**config.mk**
```make
export PLATFORM = sky130hd
export DESIGN_NAME = joystick_axis_autorange_normalizer_top
export DESIGN_NICKNAME = d
export VERILOG_FILES = /design/src/sv/jan_pkg.sv /design/src/sv/joystick_axis_autorange_normalizer_top.sv
export SDC_FILE = /design/constraint.sdc
export NUM_CORES = 1
export LEC_CHECK = 0
export ABC_CLOCK_PERIOD_IN_PS = 8100
export BUFFER_PORTS_ARGS = -buffer_cell sky130_fd_sc_hd__buf_2
export CORE_ASPECT_RATIO = 2
export CORE_UTILIZATION = 45
export CTS_CLUSTER_DIAMETER = 150
export DETAILED_ROUTE_END_ITERATION = 8
export SKIP_CTS_REPAIR_TIMING = 1
export SYNTH_ARGS = -nofsm -noshare
export SYNTH_HDL_FRONTEND = slang
export SYNTH_SLANG_ARGS = --single-unit
```
**constraint.sdc**
```tcl
create_clock -name clk_i -period 8.1 [get_ports clk_i]
set_input_delay 1.62 -clock clk_i [delete_from_list [all_inputs] [get_ports clk_i]]
set_output_delay 1.62 -clock clk_i [all_outputs]
set_load 0.05 [all_outputs]
```
**src/sv/jan_pkg.sv**
```systemverilog
`timescale 1ns / 1ps
// Shared constants for the joystick axis auto-range normalizer.
// No dependencies.
package jan_pkg;

  localparam int SAMPLE_BITS = 10;
  localparam int FRAC_BITS   = 15;

  localparam logic OP_NORMALIZE = 1'b0;
  localparam logic OP_CALIBRATE = 1'b1;

endpackage

```
**src/sv/joystick_axis_autorange_normalizer_top.sv**
```systemverilog
`timescale 1ns / 1ps
// Two-axis joystick normalizer with auto-ranging extremes and serial divider.
// Depends on jan_pkg.
//
// Each request carries raw X and Y samples and an opcode. A normalize request
// widens each axis's tracked minimum/maximum to include its sample and maps
// the sample to signed fixed point with FRAC_BITS fraction bits, rounded to
// nearest and saturated at +/-(2^FRAC_BITS-1). A calibrate request stores the
// samples as new centres and returns zeros. A normalize request runs, per axis,
// through a setup state, the divider steps and a rounding state, and then
// loads the output. Both axes share one restoring divider that produces one
// quotient bit per cycle. A zero-span axis skips the divider, and a calibrate
// request goes from acceptance straight to loading the output. The input is
// ready again from the cycle in which the loaded result is first presented,
// so a new request is not taken before the last one's result is loaded. The
// input is not ready while a request is in work; the next request may be
// taken while the result waits, and its own result is held back until the
// waiting one has been taken.
module joystick_axis_autorange_normalizer_top #(
  parameter int SAMPLE_BITS = jan_pkg::SAMPLE_BITS,
  parameter int FRAC_BITS   = jan_pkg::FRAC_BITS,
  localparam int InW  = ((2 * SAMPLE_BITS + 7) / 8) * 8,
  localparam int OutW = ((2 * (FRAC_BITS + 1) + 7) / 8) * 8
) (
  input  logic            clk_i,
  input  logic            rst_ni,
  input  logic            s_axis_tvalid,
  output logic            s_axis_tready,
  input  logic [InW-1:0]  s_axis_tdata,   // raw_x, raw_y, zero pad
  input  logic            s_axis_tuser,   // opcode
  output logic            m_axis_tvalid,
  input  logic            m_axis_tready,
  output logic [OutW-1:0] m_axis_tdata    // norm_x, norm_y, zero pad
);

  localparam int S    = SAMPLE_BITS;
  localparam int F    = FRAC_BITS;
  localparam int NumW = S + F + 1;
  localparam int CntW = $clog2(F + 1);

  localparam logic [2:0] ST_IDLE = 3'd0;
  localparam logic [2:0] ST_PREP = 3'd1;
  localparam logic [2:0] ST_DIV  = 3'd2;
  localparam logic [2:0] ST_POST = 3'd3;
  localparam logic [2:0] ST_DONE = 3'd4;

  logic [2:0]      state_q, state_d;
  logic            op_q;
  logic [S-1:0]    samp_q [2];
  logic [S-1:0]    ctr_q  [2];
  logic [S-1:0]    lo_q   [2];
  logic [S-1:0]    hi_q   [2];
  logic            axis_q;
  logic            neg_q;
  logic            zero_q;
  logic [S-1:0]    span_q;
  logic [S:0]      rem_q;
  logic [F:0]      quot_q;
  logic [CntW-1:0] cnt_q;
  logic [F:0]      res_q [2];
  logic            out_vld_q;
  logic [OutW-1:0] out_data_q;

  // per-axis preparation
  logic [S-1:0]    smp, lo_new, hi_new, ctr, delta, span;
  logic            below;
  logic [NumW-1:0] num;

  always_comb begin
    smp    = samp_q[axis_q];
    ctr    = ctr_q[axis_q];
    hi_new = (smp > hi_q[axis_q]) ? smp : hi_q[axis_q];
    lo_new = (smp < lo_q[axis_q]) ? smp : lo_q[axis_q];
    below  = smp < ctr;
    delta  = below ? (ctr - smp) : (smp - ctr);
    span   = below ? (ctr - lo_new) : (hi_new - ctr);
    num    = {1'b0, delta, {F{1'b0}}} + NumW'(span >> 1);
  end

  // shared divider step
  logic [S:0] trial;
  logic       ge;

  always_comb begin
    trial = {rem_q[S-1:0], quot_q[F]};
    ge    = trial >= {1'b0, span_q};
  end

  // saturation and sign
  logic [F-1:0] mag;
  logic [F:0]   res_val;

  always_comb begin
    if (zero_q) begin
      mag = '0;
    end else if (quot_q[F]) begin
      mag = '1;
    end else begin
      mag = quot_q[F-1:0];
    end
    res_val = neg_q ? (~{1'b0, mag} + 1'b1) : {1'b0, mag};
  end

  logic out_free;
  assign out_free = !out_vld_q || m_axis_tready;

  always_comb begin
    state_d = state_q;
    unique case (state_q)
      ST_IDLE: begin
        if (s_axis_tvalid) begin
          state_d = (s_axis_tuser == jan_pkg::OP_CALIBRATE) ? ST_DONE : ST_PREP;
        end
      end
      ST_PREP: begin
        state_d = (span == '0) ? ST_POST : ST_DIV;
      end
      ST_DIV: begin
        if (cnt_q == CntW'(F)) begin
          state_d = ST_POST;
        end
      end
      ST_POST: begin
        state_d = axis_q ? ST_DONE : ST_PREP;
      end
      ST_DONE: begin
        if (out_free) begin
          state_d = ST_IDLE;
        end
      end
      default: state_d = ST_IDLE;
    endcase
  end

  always_ff @(posedge clk_i or negedge rst_ni) begin
    if (!rst_ni) begin
      state_q   <= ST_IDLE;
      out_vld_q <= 1'b0;
      axis_q    <= 1'b0;
      cnt_q     <= '0;
      for (int i = 0; i < 2; i++) begin
        ctr_q[i] <= {1'b1, {(S-1){1'b0}}};
        lo_q[i]  <= '1;
        hi_q[i]  <= '0;
      end
    end else begin
      state_q <= state_d;
      if (state_q == ST_DONE && out_free) begin
        out_vld_q <= 1'b1;
      end else if (m_axis_tready) begin
        out_vld_q <= 1'b0;
      end
      unique case (state_q)
        ST_IDLE: begin
          axis_q <= 1'b0;
        end
        ST_PREP: begin
          hi_q[axis_q] <= hi_new;
          lo_q[axis_q] <= lo_new;
          cnt_q        <= '0;
        end
        ST_DIV: begin
          cnt_q <= cnt_q + 1'b1;
        end
        ST_POST: begin
          axis_q <= 1'b1;
        end
        ST_DONE: begin
          if (out_free && op_q == jan_pkg::OP_CALIBRATE) begin
            ctr_q[0] <= samp_q[0];
            ctr_q[1] <= samp_q[1];
          end
        end
        default: ;
      endcase
    end
  end

  // payload, no reset
  always_ff @(posedge clk_i) begin
    if (state_q == ST_IDLE && s_axis_tvalid) begin
      op_q      <= s_axis_tuser;
      samp_q[0] <= s_axis_tdata[S-1:0];
      samp_q[1] <= s_axis_tdata[2*S-1:S];
    end
    unique case (state_q)
      ST_PREP: begin
        neg_q  <= below;
        zero_q <= span == '0;
        span_q <= span;
        rem_q  <= {1'b0, num[NumW-1:F+1]};
        quot_q <= num[F:0];
      end
      ST_DIV: begin
        rem_q  <= ge ? (trial - {1'b0, span_q}) : trial;
        quot_q <= {quot_q[F-1:0], ge};
      end
      ST_POST: begin
        res_q[axis_q] <= res_val;
      end
      ST_DONE: begin
        if (out_free) begin
          out_data_q <= (op_q == jan_pkg::OP_CALIBRATE) ? '0
                                                        : OutW'({res_q[1], res_q[0]});
        end
      end
      default: ;
    endcase
  end

  assign s_axis_tready = state_q == ST_IDLE;
  assign m_axis_tvalid = out_vld_q;
  assign m_axis_tdata  = out_data_q;

  a_busy_not_ready: assert property (@(posedge clk_i) disable iff (!rst_ni)
    state_q != ST_IDLE |-> !s_axis_tready)
    else $error("input ready while busy");

  a_rem_below_span: assert property (@(posedge clk_i) disable iff (!rst_ni)
    state_q == ST_DIV |-> rem_q < {1'b0, span_q})
    else $error("divider remainder out of range");

  a_cnt_bound: assert property (@(posedge clk_i) disable iff (!rst_ni)
    state_q == ST_DIV |-> cnt_q <= CntW'(F))
    else $error("divider count overrun");

  a_cal_zero: assert property (@(posedge clk_i) disable iff (!rst_ni)
    $past(state_q) == ST_DONE && $past(out_free)
      && $past(op_q) == jan_pkg::OP_CALIBRATE |-> m_axis_tdata == '0)
    else $error("calibrate result not zero");

  a_done_delivers: assert property (@(posedge clk_i) disable iff (!rst_ni)
    state_q == ST_DONE && out_free |=> m_axis_tvalid && state_q == ST_IDLE)
    else $error("result not presented");

endmodule
```
* Word-level counts from Yosys, hierarchy flattened
Memory sizes are Yosys's and may differ from the RTL's. A register that Yosys moved wholly into a read port is not among the register bits.
Cells that the tools add are included.
** Operators by class
- Add/subtract/negate cells :: 8
- Magnitude comparators :: 6
- Multiplexer cells :: 38
- Reduce and logical (&&, ||, !) cells :: 16
- Equal/unequal tests :: 8
- Bitwise gates (word level) :: 2
** Operator list (count)
- $mux 10 :: 15
- $sub 10x10->10 :: 5
- $bwmux 20 :: 2
- $pmux 16 s2 :: 1
- $mux 15 :: 2
- $add 25x9->26 :: 1
- $lt 10x10->1 :: 2
- $pmux 10 s2 :: 1
- $add 16x1->16 const B :: 1
- $mux 16 :: 1
- $not 15->16 :: 1
- $mux 3 :: 5
- $pmux 3 s5 :: 1
- $ge 11x10->1 :: 1
- $demux 10 s1 :: 1
- $gt 10x10->1 :: 1
- $logic_not 10->1 :: 1
- $pmux 4 s2 :: 1
- $mux 1 :: 7
- $eq 3x2->1 const B :: 2
- $ne 2x2->1 const B :: 3
- $reduce_bool 2->1 :: 3
- $add 4x1->4 const B :: 1
- $eq 4x4->1 const B :: 1
- other kinds (12) :: 18
** Word-level totals
- Output and inout bits :: 34
- RAM bits :: 52
- Memories kept :: 2
- Register bits after elaboration :: 88
** Memory list
- res_q :: depth 2, width 16, read ports 2, clocked after Yosys merged registers in 2, write ports 1, line joystick_axis_autorange_normalizer_top.sv:60 : logic [F:0] res_q [2];
- samp_q :: depth 2, width 10, read ports 3, clocked after Yosys merged registers in 2, write ports 2, line joystick_axis_autorange_normalizer_top.sv:49 : logic [S-1:0] samp_q [2];

* Longest topological paths before layout
- Depth in word-level cells :: 11
- Gate-level depth with buffers :: 25
- Depth with buffers taken out :: 22

* Least setup slack after synthesis
OpenSTA, ideal clock, no wires.
- Path kind :: register to register
- Start :: register axis_q
- End :: register zero_q (data pin)
- Setup slack :: 2.666 ns
- Arrival time :: 5.181 ns
- Required time :: 7.847 ns
- Stages on the path, launching flop included :: 24
- Cells stage by stage :: dfrtp_1 > buf_6 > buf_1 > mux2i_1 > inv_1 > ha_1 > nor2b_1 > o21bai_1 > a311oi_1 > nor2_1 > nor2_1 > mux2_2 > inv_1 > ha_1 > or4_1 > o21ai_0 > a31oi_1 > a31oi_1 > nand3b_1 > a22oi_1 > nand2b_1 > or3b_1 > nand4_1 > inv_1
** Between the ends
- Word-level cells in the longest chain between the ends :: 9
** RTL lines
- start, declared :: line joystick_axis_autorange_normalizer_top.sv:53 : logic axis_q;
- start signal, assigned :: line joystick_axis_autorange_normalizer_top.sv:139 : axis_q <= 1'b0;
- start signal, assigned :: line joystick_axis_autorange_normalizer_top.sv:155 : axis_q <= 1'b0;
- start signal, assigned :: line joystick_axis_autorange_normalizer_top.sv:166 : axis_q <= 1'b1;
- $not 1->2 (implied by the code) :: line joystick_axis_autorange_normalizer_top.sv:72 : hi_new = (smp > hi_q[axis_q]) ? smp : hi_q[axis_q];
- $mux 10 (implied by the code) (3 in series) :: line joystick_axis_autorange_normalizer_top.sv:72
- $gt 10x10->1 :: line joystick_axis_autorange_normalizer_top.sv:72
- $mux 10 (*) :: line joystick_axis_autorange_normalizer_top.sv:72
- named net hi_new[4] :: line joystick_axis_autorange_normalizer_top.sv:65 : logic [S-1:0] smp, lo_new, hi_new, ctr, delta, span;
- $sub 10x10->10 (*) :: line joystick_axis_autorange_normalizer_top.sv:76 : span = below ? (ctr - lo_new) : (hi_new - ctr);
- $mux 10 (*) :: line joystick_axis_autorange_normalizer_top.sv:76
- $logic_not 10->1 (*) :: line joystick_axis_autorange_normalizer_top.sv:189 : zero_q <= span == '0;
- end signal, assigned :: line joystick_axis_autorange_normalizer_top.sv:189
- end, declared :: line joystick_axis_autorange_normalizer_top.sv:55 : logic zero_q;
Mark *: on every way through the listed nets, which the timed path passes. The rest lies on a longest branch. The select of a mux whose other input is x is not followed.
A chain may end at the register's enable or synchronous reset.

* Final worst setup path
Ends and elaborated chain as after synthesis.

==> flow_results.org <==
** Worst hold path
- The worst hold path belongs to the class register to register.
- The worst hold path begins at lo_q[2]$_DFFE_PN1P_.
- Instance count along the most critical hold path :: 2
- Sink of the worst hold path :: lo_q[2]$_DFFE_PN1P_

** Logic synthesis
- Post-synthesis instance area :: about 0.011 mm^2
- The netlist uses 74 different library cells.
- Fraction of registers with async set or reset after synthesis :: 35.9%
- Sequential element share of the synthesized area :: around 50%
- Total nets after synthesis :: ~1200
- The most used flip-flop cell after synthesis is edfxtp_1.
- Synthesized area divided by synthesized cell count :: between 10 and 15 um^2
- The synthesized design contains about 190 register bits.
- Yosys printed 0 warnings.
- Number of instances in the synthesized netlist :: ~1000
- The synthesized design contains ~120 enable-type register cells.

** Layout
- Diodes inserted :: 0
- Compared with the post-synthesis result, the final layout area differs by 11.2%.
- Cells with a size suffix above 1 make up 16.5% of the layout.
- The final layout contains approximately 1200 nets.
- Across the whole layout, storage elements account for 0.00545 mm^2.
- The finished layout holds 1406 standard cells, fillers aside.
- The multi-input combinational cells in the finished layout cover a total of 0.00514 mm^2.
- Number of filler instances in the final layout :: around 2200
- Fraction of the core area covered by cells at the end of the flow :: between 50% and 60%

** Setup path
- Category of the worst setup path capture point :: register
- CP startpoint kind :: register
- Worst path required time :: between 8 and 9 ns
- The critical path is of the register to register type.
- Critical register-to-register path startpoint :: axis_q$_DFFE_PN0P_
- Critical Path Fanout Max :: 30
- Worst-case reg-to-reg path depth :: 21
- The worst register-to-register path ends at zero_q$_DFFE_PN_.
- Setup slack of the worst register-to-register path :: approximately 1.4 ns
- Arrival time worst endpoint :: 6.91 ns

** Flow run
- Max-capacitance violation count :: 0

** Floorplan
- Die Y-Extent :: 223 um
- Core ar. :: 0.0239 mm^2
- Overall die area :: around 0.025 mm^2
- Ports :: 63
- Number of rows in the core area :: 80
- Once the floorplan was initialized, standard cells occupied 46.0% of the core.
- The die is between 100 and 150 um wide.

** GRT
- Via count of the first global-routing pass :: 7804
- GRT Overall Usage :: a little over a fifth
- First-pass GRT wire length :: about 40000 um
- After global routing the overflow that remains totals 0.
- Initial antenna violation count :: 0
- Entering global routing, the biggest net connects 70 pins.

** Timing
- Final Cycle Share :: between 80% and 90%
- Setup repair after global routing missed its margin :: false
- The worst path in the final design needs a cycle of approximately 6.7 ns, including I/O delays and setup.
- Setup violations remaining at the end of the flow were counted as 0.
- Setup skew after layout :: roughly 0.013 ns
- The count of final max-slew check failures was 0.
- The count of final hold-check violations was 0.
- At the pin with the least slew margin, the transition time is 1.08 ns.
- Setup_tns :: 0 ns
- Static timing analysis puts the maximum clock frequency at 0.149 GHz.
- The worst pin sits at a relative slew slack of roughly 28%.

** Run status
- The run finished with clean final reports.

** Detailed routing
- For this run, design rule violations remaining after detail routing come to 0.
- Before antenna repair, the detailed router went through 4 iterations.
- Remaining number of nets flagged by the antenna check after routing :: 0
- The first routing iteration left 234 violations.
- Count of vias placed by the detailed router :: 7686
- Using the TritonRoute via totals, the vias-per-cell ratio works out to 5.47.
- Routed length per placed instance :: between 15 and 20 um
- Summed over all layers, the routed wires come to ~25000 um.

** CTS
- CTS buffer count :: 17
- The later pin in the worst-skew pair is clocked with a latency of 0.45 ns.
- Clk buf depth :: 2
- Clock tree synthesis found a total of 192 sinks.
- Buffer cell driving the clock tree root :: clkbuf_16
- After clock tree synthesis, the clock-pin slew on the worst setup and hold paths is roughly 0.08 ns.
- TritonCTS clock tree :: yes
- CTS H-tree depth :: 4

** Place
- Total of buffers placed on input and output ports :: a little under 60
- The number of placed instances, taps included, is 1374.
- After legalization and detailed placement, the total HPWL measured 19700 um.
- GP Congestion :: ~0.96
-- Yosys cell counts (all sizes together), types with 9 or more instances --
master  count  area, um^2
and2       10        65.1
nand3      15        75.1
a21oi      43         219
o211ai      9        72.6
dfrtp      47        1180
ha         67         838
nor2       89         334
o21bai      9        67.6
nor3       21         116
edfxtp    123        3690
mux2       36         405
mux2i      52         537
inv        66         250
a21o        9        67.6
nand2     115         432
nand2b     12        75.1
o21a       12        90.1
clkbuf     34         128
xnor2      27         236
o21ai      88         444
nor2b      50         315
dfstp      22         578
-- stage by stage --
| step | area, um^2 | hold slack (ns) | worst slack (ns) |
|---|---|---|---|
| 3_5_place_dp | 11600 | 0.470 | 1.46 |
| 3_3_place_gp | 11600 | 0.460 | 1.42 |
| 2_1_floorplan | 11000 | 0.444 | 2.67 |
| 6_report | 12200 | 0.479 | 1.40 |
| 5_1_grt | 12200 | 0.503 | 0.963 |
| 4_1_cts | 12200 | 0.485 | 1.42 |
-- area by class of cell --
cell class	count	area share [%]
clock buffer	20	3.83
clock inverter	12	0.911
inverter	66	2.05
multi-input combinational	750	42.1
sequential	192	44.6
tap	287	2.94
timing repair buffer	79	3.66
-- layout by cell type (no fill, tap or decap), types with 36 or more instances in the layout --
cell type / instances
edfxtp_1: 123
nand2_1: 115
nor2_1: 88
o21ai_0: 84
ha_1: 67
inv_1: 64
buf_2: 58
mux2i_1: 50
nor2b_1: 49
dfrtp_1: 46
a21oi_1: 42
mux2_2: 36
-- sequential cells by signal, indices dropped and copies added (netlist names) --
signal	cells
op_q	1
neg_q	1
rem_q	10
span_q	10
cnt_q	4
res_q	32
axis_q	1
m_axis_tvalid	1
zero_q	1
lo_q	20
quot_q	16
hi_q	20
m_axis_tdata	32
samp_q	20
state_q	3
ctr_q	20
-- worst max-delay path, stage by stage, from the launching register on --
cell	delay, ns
dfrtp_2	0.89
buf_4	0.45
mux2i_1	0.51
inv_1	0.27
ha_1	0.39
o211ai_1	0.11
a311oi_1	0.27
nor2_1	0.11
nor2_1	0.64
mux2_2	0.44
inv_1	0.08
ha_1	0.26
or4_1	0.40
o21ai_0	0.09
a31oi_1	0.10
a31oi_1	0.31
nor3_1	0.08
o211ai_1	0.21
nand2b_1	0.08
or3b_1	0.47
nand4_1	0.22
inv_1	0.06
-- cells by family (layout without fill, tap and decap cells) --
group	count (synthesis)	after routing	synth area share, %
and+or+nand+nor	338	338	14.4
AOI/OAI and AO/OA	218	218	12.5
DFF	192	192	49.5
buffers and inverters	107	177	3.74
muxes	88	88	8.57
adders and majority gates	72	72	8.53
xor gates and xnor gates	34	34	2.71
-- worst max-delay path by stage --
stage | startpoint | cells after the start | slack [ns] | to
floorplan | axis_q$_DFFE_PN0P_ | 23 | 2.67 | zero_q$_DFFE_PN_
finish | axis_q$_DFFE_PN0P_ | 21 | 1.40 | zero_q$_DFFE_PN_
detailed placement | axis_q$_DFFE_PN0P_ | 21 | 1.46 | zero_q$_DFFE_PN_
global placement | axis_q$_DFFE_PN0P_ | 21 | 1.42 | zero_q$_DFFE_PN_
CTS | axis_q$_DFFE_PN0P_ | 21 | 1.42 | zero_q$_DFFE_PN_
global route | axis_q$_DFFE_PN0P_ | 21 | 0.96 | zero_q$_DFFE_PN_
-- routing by layer --
layer  track usage [%]  up-vias  routed length, um
li1                  -     3826                  -
met1              18.3     3640               8270
met2              42.4      143              14500
met3              3.61       77                581
met4              16.3        0               1790
met5                 0        -                  0
Power is not shown: default switching activity piles up to over one toggle a cycle in this logic, so the estimate is an artifact.
